`config.mk`:
```
export PLATFORM = sky130hd
export DESIGN_NAME = paren_infix_evaluator_unit
export DESIGN_NICKNAME = d
export VERILOG_FILES = /design/src/design/pie_pkg.sv /design/src/design/pie_ram.sv /design/src/design/pie_muldiv.sv /design/src/design/pie_datapath.sv /design/src/design/pie_ctrl.sv /design/src/design/paren_infix_evaluator_unit.sv
export SDC_FILE = /design/constraint.sdc
export NUM_CORES = 2
export LEC_CHECK = 0
export ABC_AREA = 1
export BUFFER_PORTS_ARGS = -buffer_cell sky130_fd_sc_hd__buf_2
export CORE_MARGIN = 2
export CORE_UTILIZATION = 38
export DETAILED_ROUTE_END_ITERATION = 6
export PLACE_DENSITY_LB_ADDON = 0.12
export SLEW_MARGIN = 25
export SYNTH_ARGS = -nofsm -noshare
export SYNTH_HDL_FRONTEND = slang
export SYNTH_SLANG_ARGS = --single-unit
```
`constraint.sdc`:
```
create_clock -name aclk -period 5.45 [get_ports aclk]
set_input_delay 0 -clock aclk [delete_from_list [all_inputs] [get_ports aclk]]
set_output_delay 0 -clock aclk [all_outputs]
set_load 0.01 [all_outputs]
```
`src/design/pie_pkg.sv`:
```
package pie_pkg;

    // default sizes
    localparam int OP_DEPTH_DEF   = 16;
    localparam int NUM_DEPTH_DEF  = 16;
    localparam int VALUE_BITS_DEF = 32;

    localparam int OP_BITS  = 3;
    localparam int OUT_BITS = 32;

    // character codes
    localparam logic [7:0] CH_LPAREN = 8'h28;
    localparam logic [7:0] CH_RPAREN = 8'h29;
    localparam logic [7:0] CH_STAR   = 8'h2A;
    localparam logic [7:0] CH_PLUS   = 8'h2B;
    localparam logic [7:0] CH_MINUS  = 8'h2D;
    localparam logic [7:0] CH_SLASH  = 8'h2F;
    localparam logic [7:0] DIGIT_BASE = 8'd48;

    // operator stack codes
    typedef enum logic [OP_BITS-1:0] {
        OP_LPAREN = 3'd0,
        OP_ADD    = 3'd1,
        OP_SUB    = 3'd2,
        OP_MUL    = 3'd3,
        OP_DIV    = 3'd4
    } op_code_t;

    // error codes
    typedef logic [1:0] err_code_t;
    localparam err_code_t ERR_OK        = 2'd0;
    localparam err_code_t ERR_DIV_ZERO  = 2'd1;
    localparam err_code_t ERR_UNDERFLOW = 2'd2;
    localparam err_code_t ERR_OVERFLOW  = 2'd3;

    // controller to datapath
    typedef struct packed {
        logic load;        // capture the incoming beat
        logic op_push;     // push operator or open bracket
        logic num_new;     // push a fresh digit
        logic digit_wb;    // extend top number by a digit
        logic clr_run;     // end of a digit run
        logic rd_top;      // read top number
        logic rd_pair;     // read second number and top operator
        logic err_under;   // record underflow
        logic close_exec;  // pop pair and combine
        logic iter_wb;     // write back multiply / divide result
        logic emit;        // load result register and reset stacks
    } pie_cmd_t;

    // datapath to controller
    typedef struct packed {
        logic is_op;
        logic is_close;
        logic can_extend;
        logic close_ok;
        logic last;
        logic iter_go;
        logic iter_done;
    } pie_stat_t;

endpackage

```
`src/design/pie_ram.sv`:
```
module pie_ram #(
    parameter int WIDTH = 8,
    parameter int DEPTH = 16
) (
    input  logic                     aclk,
    input  logic                     we,
    input  logic [$clog2(DEPTH)-1:0] waddr,
    input  logic [WIDTH-1:0]         wdata,
    input  logic                     re,
    input  logic [$clog2(DEPTH)-1:0] raddr,
    output logic [WIDTH-1:0]         rdata
);

    logic [WIDTH-1:0] mem_reg [DEPTH];
    logic [WIDTH-1:0] rdata_reg;

    always_ff @(posedge aclk) begin
        if (we) begin
            mem_reg[waddr] <= wdata;
        end
        if (re) begin
            rdata_reg <= mem_reg[raddr];
        end
    end

    assign rdata = rdata_reg;

endmodule

```
`src/design/pie_muldiv.sv`:
```
module pie_muldiv #(
    parameter int W = 32
) (
    input  logic         aclk,
    input  logic         aresetn,
    input  logic         start,
    input  logic         is_div,
    input  logic [W-1:0] a,
    input  logic [W-1:0] b,
    output logic         done,
    output logic [W-1:0] result
);

    localparam int CW = $clog2(W);

    logic          busy_reg, busy_next;
    logic          done_reg, done_next;
    logic [CW-1:0] cnt_reg, cnt_next;
    logic          div_reg, div_next;
    logic          neg_reg, neg_next;
    logic [W-1:0]  x_reg, x_next;
    logic [W-1:0]  y_reg, y_next;
    logic [W-1:0]  acc_reg, acc_next;
    logic [W-1:0]  rem_reg, rem_next;
    logic [W:0]    trial;
    logic [W:0]    diff;

    function automatic logic [W-1:0] mag(input logic [W-1:0] v);
        mag = v[W-1] ? (~v + W'(1)) : v;
    endfunction

    assign trial = {rem_reg, x_reg[W-1]};
    assign diff  = trial - {1'b0, y_reg};

    always_comb begin
        busy_next = busy_reg;
        done_next = 1'b0;
        cnt_next  = cnt_reg;
        div_next  = div_reg;
        neg_next  = neg_reg;
        x_next    = x_reg;
        y_next    = y_reg;
        acc_next  = acc_reg;
        rem_next  = rem_reg;
        if (start) begin
            busy_next = 1'b1;
            cnt_next  = '0;
            div_next  = is_div;
            neg_next  = a[W-1] ^ b[W-1];
            x_next    = is_div ? mag(a) : a;
            y_next    = is_div ? mag(b) : b;
            acc_next  = '0;
            rem_next  = '0;
        end else if (busy_reg) begin
            cnt_next = cnt_reg + CW'(1);
            x_next   = {x_reg[W-2:0], 1'b0};
            if (div_reg) begin
                // restoring step, one quotient bit
                if (!diff[W]) begin
                    rem_next = diff[W-1:0];
                    acc_next = {acc_reg[W-2:0], 1'b1};
                end else begin
                    rem_next = trial[W-1:0];
                    acc_next = {acc_reg[W-2:0], 1'b0};
                end
            end else begin
                // shift and add, low half only
                y_next = {1'b0, y_reg[W-1:1]};
                if (y_reg[0]) begin
                    acc_next = acc_reg + x_reg;
                end
            end
            if (cnt_reg == CW'(W - 1)) begin
                busy_next = 1'b0;
                done_next = 1'b1;
            end
        end
    end

    always_ff @(posedge aclk) begin
        if (!aresetn) begin
            busy_reg <= 1'b0;
            done_reg <= 1'b0;
        end else begin
            busy_reg <= busy_next;
            done_reg <= done_next;
        end
        cnt_reg <= cnt_next;
        div_reg <= div_next;
        neg_reg <= neg_next;
        x_reg   <= x_next;
        y_reg   <= y_next;
        acc_reg <= acc_next;
        rem_reg <= rem_next;
    end

    assign done   = done_reg;
    assign result = (div_reg && neg_reg) ? (~acc_reg + W'(1)) : acc_reg;

endmodule

```
`src/design/pie_datapath.sv`:
```
module pie_datapath #(
    parameter int OP_DEPTH   = pie_pkg::OP_DEPTH_DEF,
    parameter int NUM_DEPTH  = pie_pkg::NUM_DEPTH_DEF,
    parameter int VALUE_BITS = pie_pkg::VALUE_BITS_DEF
) (
    input  logic                        aclk,
    input  logic                        aresetn,
    input  pie_pkg::pie_cmd_t           cmd,
    output pie_pkg::pie_stat_t          stat,
    input  logic [7:0]                  char_in,
    input  logic                        last_in,
    output logic [pie_pkg::OUT_BITS-1:0] out_value,
    output pie_pkg::err_code_t          out_error
);

    localparam int OAW = $clog2(OP_DEPTH);
    localparam int OCW = $clog2(OP_DEPTH + 1);
    localparam int NAW = $clog2(NUM_DEPTH);
    localparam int NCW = $clog2(NUM_DEPTH + 1);
    localparam int VB  = VALUE_BITS;

    logic [7:0]               char_reg;
    logic                     last_reg;
    logic [VB-1:0]            rhs_reg;
    logic [OCW-1:0]           op_cnt_reg, op_cnt_next;
    logic [NCW-1:0]           num_cnt_reg, num_cnt_next;
    logic                     run_reg, run_next;
    pie_pkg::err_code_t       err_reg, err_next;
    logic [pie_pkg::OUT_BITS-1:0] out_value_reg;
    pie_pkg::err_code_t       out_error_reg;

    logic                     op_we;
    logic [OAW-1:0]           op_waddr;
    logic [pie_pkg::OP_BITS-1:0] op_wdata;
    logic [OAW-1:0]           op_raddr;
    logic [pie_pkg::OP_BITS-1:0] op_rdata;

    logic                     num_we;
    logic [NAW-1:0]           num_waddr;
    logic [VB-1:0]            num_wdata;
    logic                     num_re;
    logic [NAW-1:0]           num_raddr;
    logic [VB-1:0]            num_rdata;

    logic [VB-1:0]            digit_val;
    logic [VB-1:0]            ext_val;
    logic [NCW-1:0]           cnt_m1;
    logic [NCW-1:0]           cnt_m2;
    logic                     is_op;
    logic                     rhs_zero;
    logic                     iter_go;
    logic                     iter_done;
    logic [VB-1:0]            iter_result;
    logic signed [VB-1:0]     top_signed;
    pie_pkg::op_code_t        push_code;

    always_comb begin
        is_op     = 1'b1;
        push_code = pie_pkg::OP_LPAREN;
        case (char_reg)
            pie_pkg::CH_LPAREN: push_code = pie_pkg::OP_LPAREN;
            pie_pkg::CH_PLUS:   push_code = pie_pkg::OP_ADD;
            pie_pkg::CH_MINUS:  push_code = pie_pkg::OP_SUB;
            pie_pkg::CH_STAR:   push_code = pie_pkg::OP_MUL;
            pie_pkg::CH_SLASH:  push_code = pie_pkg::OP_DIV;
            default:            is_op     = 1'b0;
        endcase
    end

    assign digit_val = VB'(char_reg) - VB'(pie_pkg::DIGIT_BASE);
    assign ext_val   = (num_rdata << 3) + (num_rdata << 1) + digit_val;
    assign cnt_m1    = num_cnt_reg - NCW'(1);
    assign cnt_m2    = num_cnt_reg - NCW'(2);
    assign rhs_zero  = (rhs_reg == '0);
    assign iter_go   = (op_rdata == pie_pkg::OP_MUL) ||
                       ((op_rdata == pie_pkg::OP_DIV) && !rhs_zero);
    assign top_signed = num_rdata;

    assign num_re    = cmd.rd_top | cmd.rd_pair;
    assign num_raddr = cmd.rd_pair ? cnt_m2[NAW-1:0] : cnt_m1[NAW-1:0];
    assign op_raddr  = OAW'(op_cnt_reg - OCW'(1));

    always_comb begin
        op_cnt_next  = op_cnt_reg;
        num_cnt_next = num_cnt_reg;
        run_next     = run_reg;
        err_next     = err_reg;
        op_we        = 1'b0;
        op_waddr     = op_cnt_reg[OAW-1:0];
        op_wdata     = push_code;
        num_we       = 1'b0;
        num_waddr    = num_cnt_reg[NAW-1:0];
        num_wdata    = digit_val;

        if (cmd.clr_run) begin
            run_next = 1'b0;
        end

        if (cmd.op_push) begin
            if (op_cnt_reg < OCW'(OP_DEPTH)) begin
                op_we       = 1'b1;
                op_cnt_next = op_cnt_reg + OCW'(1);
            end else if (err_reg == pie_pkg::ERR_OK) begin
                err_next = pie_pkg::ERR_OVERFLOW;
            end
        end

        if (cmd.num_new) begin
            run_next = 1'b1;
            if (num_cnt_reg < NCW'(NUM_DEPTH)) begin
                num_we       = 1'b1;
                num_cnt_next = num_cnt_reg + NCW'(1);
            end else if (err_reg == pie_pkg::ERR_OK) begin
                err_next = pie_pkg::ERR_OVERFLOW;
            end
        end

        if (cmd.digit_wb) begin
            run_next  = 1'b1;
            num_we    = 1'b1;
            num_waddr = cnt_m1[NAW-1:0];
            num_wdata = ext_val;
        end

        if (cmd.err_under && (err_reg == pie_pkg::ERR_OK)) begin
            err_next = pie_pkg::ERR_UNDERFLOW;
        end

        if (cmd.close_exec) begin
            // pair popped; result, if any, lands on the lower slot
            op_cnt_next = op_cnt_reg - OCW'(2);
            num_waddr   = cnt_m2[NAW-1:0];
            case (op_rdata)
                pie_pkg::OP_ADD: begin
                    num_we       = 1'b1;
                    num_wdata    = num_rdata + rhs_reg;
                    num_cnt_next = cnt_m1;
                end
                pie_pkg::OP_SUB: begin
                    num_we       = 1'b1;
                    num_wdata    = num_rdata - rhs_reg;
                    num_cnt_next = cnt_m1;
                end
                pie_pkg::OP_MUL: begin
                    num_cnt_next = num_cnt_reg;
                end
                pie_pkg::OP_DIV: begin
                    if (rhs_zero) begin
                        num_we       = 1'b1;
                        num_wdata    = '0;
                        num_cnt_next = cnt_m1;
                        if (err_reg == pie_pkg::ERR_OK) begin
                            err_next = pie_pkg::ERR_DIV_ZERO;
                        end
                    end
                end
                default: begin
                    num_cnt_next = cnt_m2;
                end
            endcase
        end

        if (cmd.iter_wb) begin
            num_we       = 1'b1;
            num_waddr    = cnt_m2[NAW-1:0];
            num_wdata    = iter_result;
            num_cnt_next = cnt_m1;
        end

        if (cmd.emit) begin
            op_cnt_next  = '0;
            num_cnt_next = '0;
            run_next     = 1'b0;
            err_next     = pie_pkg::ERR_OK;
        end
    end

    always_ff @(posedge aclk) begin
        if (!aresetn) begin
            op_cnt_reg  <= '0;
            num_cnt_reg <= '0;
            run_reg     <= 1'b0;
            err_reg     <= pie_pkg::ERR_OK;
        end else begin
            op_cnt_reg  <= op_cnt_next;
            num_cnt_reg <= num_cnt_next;
            run_reg     <= run_next;
            err_reg     <= err_next;
        end
        if (cmd.load) begin
            char_reg <= char_in;
            last_reg <= last_in;
        end
        if (cmd.rd_pair) begin
            rhs_reg <= num_rdata;
        end
        if (cmd.emit) begin
            if (num_cnt_reg == '0) begin
                out_value_reg <= '0;
                out_error_reg <= (err_reg == pie_pkg::ERR_OK) ? pie_pkg::ERR_UNDERFLOW
                                                              : err_reg;
            end else begin
                out_value_reg <= pie_pkg::OUT_BITS'(top_signed);
                out_error_reg <= err_reg;
            end
        end
    end

    pie_ram #(
        .WIDTH (pie_pkg::OP_BITS),
        .DEPTH (OP_DEPTH)
    ) u_op_ram (
        .aclk  (aclk),
        .we    (op_we),
        .waddr (op_waddr),
        .wdata (op_wdata),
        .re    (cmd.rd_pair),
        .raddr (op_raddr),
        .rdata (op_rdata)
    );

    pie_ram #(
        .WIDTH (VB),
        .DEPTH (NUM_DEPTH)
    ) u_num_ram (
        .aclk  (aclk),
        .we    (num_we),
        .waddr (num_waddr),
        .wdata (num_wdata),
        .re    (num_re),
        .raddr (num_raddr),
        .rdata (num_rdata)
    );

    pie_muldiv #(
        .W (VB)
    ) u_muldiv (
        .aclk    (aclk),
        .aresetn (aresetn),
        .start   (cmd.close_exec & iter_go),
        .is_div  (op_rdata == pie_pkg::OP_DIV),
        .a       (num_rdata),
        .b       (rhs_reg),
        .done    (iter_done),
        .result  (iter_result)
    );

    assign stat.is_op      = is_op;
    assign stat.is_close   = (char_reg == pie_pkg::CH_RPAREN);
    assign stat.can_extend = run_reg && (num_cnt_reg != '0);
    assign stat.close_ok   = (num_cnt_reg >= NCW'(2)) && (op_cnt_reg >= OCW'(2));
    assign stat.last       = last_reg;
    assign stat.iter_go    = iter_go;
    assign stat.iter_done  = iter_done;

    assign out_value = out_value_reg;
    assign out_error = out_error_reg;

endmodule

```
`src/design/pie_ctrl.sv`:
```
module pie_ctrl (
    input  logic               aclk,
    input  logic               aresetn,
    input  logic               s_tvalid,
    output logic               s_tready,
    output logic               m_tvalid,
    input  logic               m_tready,
    input  pie_pkg::pie_stat_t stat,
    output pie_pkg::pie_cmd_t  cmd
);

    typedef enum logic [2:0] {
        S_IDLE,
        S_DISPATCH,
        S_DIGIT,
        S_RD_LHS,
        S_OPER,
        S_ITER,
        S_END,
        S_EMIT
    } state_t;

    state_t state_reg, state_next;
    logic   m_tvalid_reg, m_tvalid_next;

    always_comb begin
        state_next    = state_reg;
        m_tvalid_next = m_tvalid_reg && !m_tready;
        cmd           = '0;
        case (state_reg)
            S_IDLE: begin
                if (s_tvalid) begin
                    cmd.load   = 1'b1;
                    state_next = S_DISPATCH;
                end
            end
            S_DISPATCH: begin
                if (stat.is_op) begin
                    cmd.op_push = 1'b1;
                    cmd.clr_run = 1'b1;
                    state_next  = S_END;
                end else if (stat.is_close) begin
                    cmd.clr_run = 1'b1;
                    if (stat.close_ok) begin
                        cmd.rd_top = 1'b1;
                        state_next = S_RD_LHS;
                    end else begin
                        cmd.err_under = 1'b1;
                        state_next    = S_END;
                    end
                end else if (stat.can_extend) begin
                    cmd.rd_top = 1'b1;
                    state_next = S_DIGIT;
                end else begin
                    cmd.num_new = 1'b1;
                    state_next  = S_END;
                end
            end
            S_DIGIT: begin
                cmd.digit_wb = 1'b1;
                state_next   = S_END;
            end
            S_RD_LHS: begin
                cmd.rd_pair = 1'b1;
                state_next  = S_OPER;
            end
            S_OPER: begin
                cmd.close_exec = 1'b1;
                state_next     = stat.iter_go ? S_ITER : S_END;
            end
            S_ITER: begin
                if (stat.iter_done) begin
                    cmd.iter_wb = 1'b1;
                    state_next  = S_END;
                end
            end
            S_END: begin
                if (stat.last) begin
                    cmd.rd_top = 1'b1;
                    state_next = S_EMIT;
                end else begin
                    state_next = S_IDLE;
                end
            end
            S_EMIT: begin
                if (!m_tvalid_reg || m_tready) begin
                    cmd.emit      = 1'b1;
                    m_tvalid_next = 1'b1;
                    state_next    = S_IDLE;
                end
            end
            default: begin
                state_next = S_IDLE;
            end
        endcase
    end

    always_ff @(posedge aclk) begin
        if (!aresetn) begin
            state_reg    <= S_IDLE;
            m_tvalid_reg <= 1'b0;
        end else begin
            state_reg    <= state_next;
            m_tvalid_reg <= m_tvalid_next;
        end
    end

    assign s_tready = (state_reg == S_IDLE);
    assign m_tvalid = m_tvalid_reg;

endmodule

```
`src/design/paren_infix_evaluator_unit.sv`:
```
// channel   dir  beat carries                         handshake
// s_        in   tdata[7:0] char_code, tlast last     s_tvalid / s_tready
// m_        out  tdata[31:0] value, [33:32] error     m_tvalid / m_tready
//
// sequencing: each beat is loaded, dispatched and ended; a digit that extends a number
//   adds a read-modify-write, a closing bracket reads both operands before combining them,
//   and one with * or a non-zero / waits on the shift-add multiplier / restoring divider,
//   one bit a cycle; the final beat then loads the result, held while an earlier one waits
// reset: synchronous, active low; both stacks need no clearing pass
// stalls: a waiting result does not block input beats, only the next final one
module paren_infix_evaluator_unit #(
    parameter int OP_DEPTH   = pie_pkg::OP_DEPTH_DEF,
    parameter int NUM_DEPTH  = pie_pkg::NUM_DEPTH_DEF,
    parameter int VALUE_BITS = pie_pkg::VALUE_BITS_DEF
) (
    input  logic        aclk,
    input  logic        aresetn,
    // input characters
    input  logic        s_tvalid,
    output logic        s_tready,
    input  logic [7:0]  s_tdata,   // [7:0] char_code
    input  logic        s_tlast,   // last character of the expression
    // results
    output logic        m_tvalid,
    input  logic        m_tready,
    output logic [39:0] m_tdata    // [31:0] value, [33:32] error, zero above
);

    pie_pkg::pie_cmd_t            cmd;
    pie_pkg::pie_stat_t           stat;
    logic [pie_pkg::OUT_BITS-1:0] out_value;
    pie_pkg::err_code_t           out_error;

    // sequencer: one character at a time, holds the result valid flag
    pie_ctrl u_ctrl (
        .aclk     (aclk),
        .aresetn  (aresetn),
        .s_tvalid (s_tvalid),
        .s_tready (s_tready),
        .m_tvalid (m_tvalid),
        .m_tready (m_tready),
        .stat     (stat),
        .cmd      (cmd)
    );

    // both stacks, their counts, the sticky error and the arithmetic
    pie_datapath #(
        .OP_DEPTH   (OP_DEPTH),
        .NUM_DEPTH  (NUM_DEPTH),
        .VALUE_BITS (VALUE_BITS)
    ) u_datapath (
        .aclk      (aclk),
        .aresetn   (aresetn),
        .cmd       (cmd),
        .stat      (stat),
        .char_in   (s_tdata),
        .last_in   (s_tlast),
        .out_value (out_value),
        .out_error (out_error)
    );

    // result beat packing, value in the low word
    assign m_tdata = {6'b0, out_error, out_value};

endmodule
```
==> results.py <==
metrics = {
    "setup_path": {
        "cp_max_fo": 16,
        "critPathCaptureType": "register",
        "cp-start-kind": "register",
        "r2r_cells": 20,
        "worstPathRequired_ps": 5690,
        "path_class": "register to register",
        "rrSetupSlack_ps": 780,
        "rr_endpoint": "u_datapath.u_num_ram.mem_reg[11][31]",
        "r2r_start": "u_datapath.rhs_reg[2]",
        "arrival_ps": 4920,
        "crit_start": "u_datapath.rhs_reg[2]",
        "endpoint": "u_datapath.u_num_ram.mem_reg[11][31]",
    },
    "logic_synthesis": {
        "synth_edf_count": 736,
        "syn_area_per_cell_um2": 9.05,
        "synth_seq_cells": 824,
        "ys_seq_area_frac": 0.530,
        "syn_inst": 4975,
        "ys_warn_count": 0,
        "syn-cell-area_um2": 45000,
        "ys_types": 59,
        "synth_ff_type": "edfxtp_1",
        "synth-async-reset-ratio": 0,
    },
    "grt": {
        "grt.total_usage": 0.247,
        "grt_pass1_wl_mm": 225,
        "grt_pass1_vias": 35046,
        "grt_max_degree": 155,
        "grt-ovfl-total": 0,
        "antenna_found_initial": 0,
    },
    "clocking": {
        "clk-insertion-delay-late_ps": 750,
        "cts.sinks": 824,
        "clkTransAtPathRegs_ps": 60,
        "h-tree-depth": 3,
        "cts_root_buf": "clkbuf_16",
        "cts_tree": "done",
        "cts_buffer_depth": 3,
        "cts_buffers": 95,
    },
    "drt": {
        "ant_nets": 0,
        "wirelength_mm": 151,
        "via_per_inst": 5.48,
        "drtPass1Iterations": 5,
        "wl_per_cell_um": 22.6,
        "vias": 36545,
        "drt_iter0_markers": 3657,
        "drc": 0,
    },
    "sta": {
        "finalCritPeriodShare": 0.857,
        "tightestPinTransition_ps": 1030,
        "clock_skew_ps": 65.2,
        "whs_ps": 175,
        "fmax_ghz": 0.214,
        "slew_viol_final": 0,
        "finalHoldViolations": 0,
        "finalSetupViolations": 0,
        "final.min_clock_period_ps": 4670,
        "final.setup.tns_ps": 0,
        "relSlewSlack": 0.313,
        "rsz0062_at_grt": "no",
    },
    "cells_and_area": {
        "post-route-util": 0.430,
        "fin_area_um2": 50600,
        "largest_reg_flops": 512,
        "final_cell_mix": "968 x nand2_1, 736 x edfxtp_1, 628 x nor2_1",
        "final_common_cell": "nand2_1",
        "num_antenna_cells": 0,
        "drive_gt1_frac": 0.0708,
        "area_growth_pct": 12.5,
        "nNetsFinal": 5246,
    },
    "power_and_ir_drop": {
        "comb_power_share": 0.273,
        "seq_power_share": 0.398,
        "irDropWorstVdd_mv": 0.291,
        "power_density_nw_per_um2": 382,
        "power_switching_mw": 6.76,
        "swShare": 0.350,
        "p_int_mw": 12.6,
        "p_clk_frac": 0.329,
        "p_leak_nw": 19.5,
    },
    "placed_design": {
        "place_hpwl_mm": 103,
        "place_congestion": 0.957,
        "port_buffers": 48,
        "placed_cell_area_um2": 47300,
    },
    "die": {
        "die-area_um2": 121000,
        "row_count": 126,
        "pin_count": 55,
        "die_y_um": 348,
        "initial_utilization": 0.382,
        "coreArea_um2": 118000,
        "dieWidth_um": 348,
    },
    "run": {
        "max-cap-violations": 0,
    },
    "status": {
        "status": "completed",
    },
    "hold_path": {
        "hp-class": "input pin to register",
    },
}
-- cell type report --
type                    instances  area [µm²]
fillers                     11538       67100
well taps                    1536        1920
flip-flops and latches        824       23900
repair buffers                175        1420
clock buffers                 114        2470
multi-input cells            3491       18600
inverters                     467        1760
clock inverters                58         623
-- kinds of logic after synthesis --
group	count (synthesis)	share of synthesized area
AO/OA/AOI/OAI	1185	0.151
adder cells (fa/ha/maj)	179	0.0551
other	1	0.0000833
flip-flops	824	0.530
AND/OR/NAND/NOR	2008	0.183
multiplexers	9	0.00200
XOR/XNOR	104	0.0202
buffers and inverters	665	0.0591
-- critical path, cell delays in order (launching register included) --
cell and delay [ps]:
edfxtp_1 440, nor2_1 130, nand2_1 110, nor3_1 300, nand2_1 160, nor2_1 260, nand4_1 260, inv_1 200
nand2_1 100, o21ai_0 220, a31oi_1 150, ha_1 380, nand2_1 110, nor2_1 140, inv_1 90, nor4_1 290
nand3_1 160, nand2_1 80, nand2_1 50, nand3_1 100, nand3_1 480
-- layer usage --
metal  part of all wire  GRT usage  up-vias
met1               0.46      0.347    17768
met3              0.049     0.0253      195
met4              0.025     0.0700        0
met2               0.47      0.404     1067
met5                  0          0        -
li1                   -          -    17515
-- how the worst min path moves through the flow --
| stage | slack [ps] | end | depth (start not counted) | from |
|---|---|---|---|---|
| floorplan | 100 | u_datapath.char_reg[0] | 0 | s_tdata[0] |
| global placement | 180 | u_datapath.char_reg[0] | 1 | s_tdata[0] |
| detailed placement | 180 | u_datapath.char_reg[0] | 1 | s_tdata[0] |
| CTS | 130 | u_ctrl.state_reg[0] | 4 | s_tvalid |
| global route | 220 | u_ctrl.state_reg[0] | 4 | s_tvalid |
| finish | 180 | u_ctrl.state_reg[0] | 4 | s_tvalid |
-- what timing repair did --
action	in CTS	in global routing
hold endpoints to repair	24	0
gates resized for setup	0	0
hold buffers	24	0
setup endpoints to repair	0	0
setup buffers	0	0
-- synth_stat cells (all sizes together) (3+ instances only) --
library cell | number | share of area
a31oi | 22 | 0.0031
a21o | 9 | 0.0015
a21oi | 294 | 0.033
clkbuf | 105 | 0.0088
fa | 32 | 0.014
a21boi | 5 | 0.00083
o311ai | 3 | 0.00058
nand3b | 11 | 0.0018
clkinv | 4 | 0.00033
o221ai | 112 | 0.022
nand2 | 972 | 0.081
nor3 | 65 | 0.0076
or2 | 16 | 0.0022
xor2 | 59 | 0.011
edfxtp | 736 | 0.49
dfxtp | 88 | 0.039
o31ai | 6 | 0.0010
nand4 | 44 | 0.0063
o21a | 7 | 0.0012
o21ai | 596 | 0.067
a221oi | 6 | 0.0012
o211ai | 56 | 0.0093
nand3 | 251 | 0.028
o32ai | 4 | 0.00078
nor2 | 635 | 0.054
o22ai | 36 | 0.0050
ha | 147 | 0.041
mux2i | 9 | 0.0020
buf | 93 | 0.011
a211oi | 6 | 0.0010
o21bai | 17 | 0.0028
xnor2 | 45 | 0.0088
inv | 463 | 0.039
nor4 | 11 | 0.0015
-- power by group through the flow --
stage	combinational [mW]	clock, mW	sequential, mW
final	5.28	6.35	7.70
after CTS	5.26	6.50	7.68
after floorplan	3.53	0	7.67
after detailed placement	5.23	0	7.81
after global placement	5.23	0	7.82
after global routing	5.87	6.72	7.72
-- through the flow --
| stage | instances | total power [mW] | setup slack, ps |
|---|---|---|---|
| detailed placement | 6467 | 13.0 | 823 |
| finish | 6665 | 19.3 | 777 |
| CTS | 6663 | 19.4 | 827 |
| global route | 6665 | 20.3 | 250 |
| floorplan | 4980 | 11.2 | 381 |
| global placement | 6467 | 13.0 | 873 |
(Power assumes the default switching activity.)
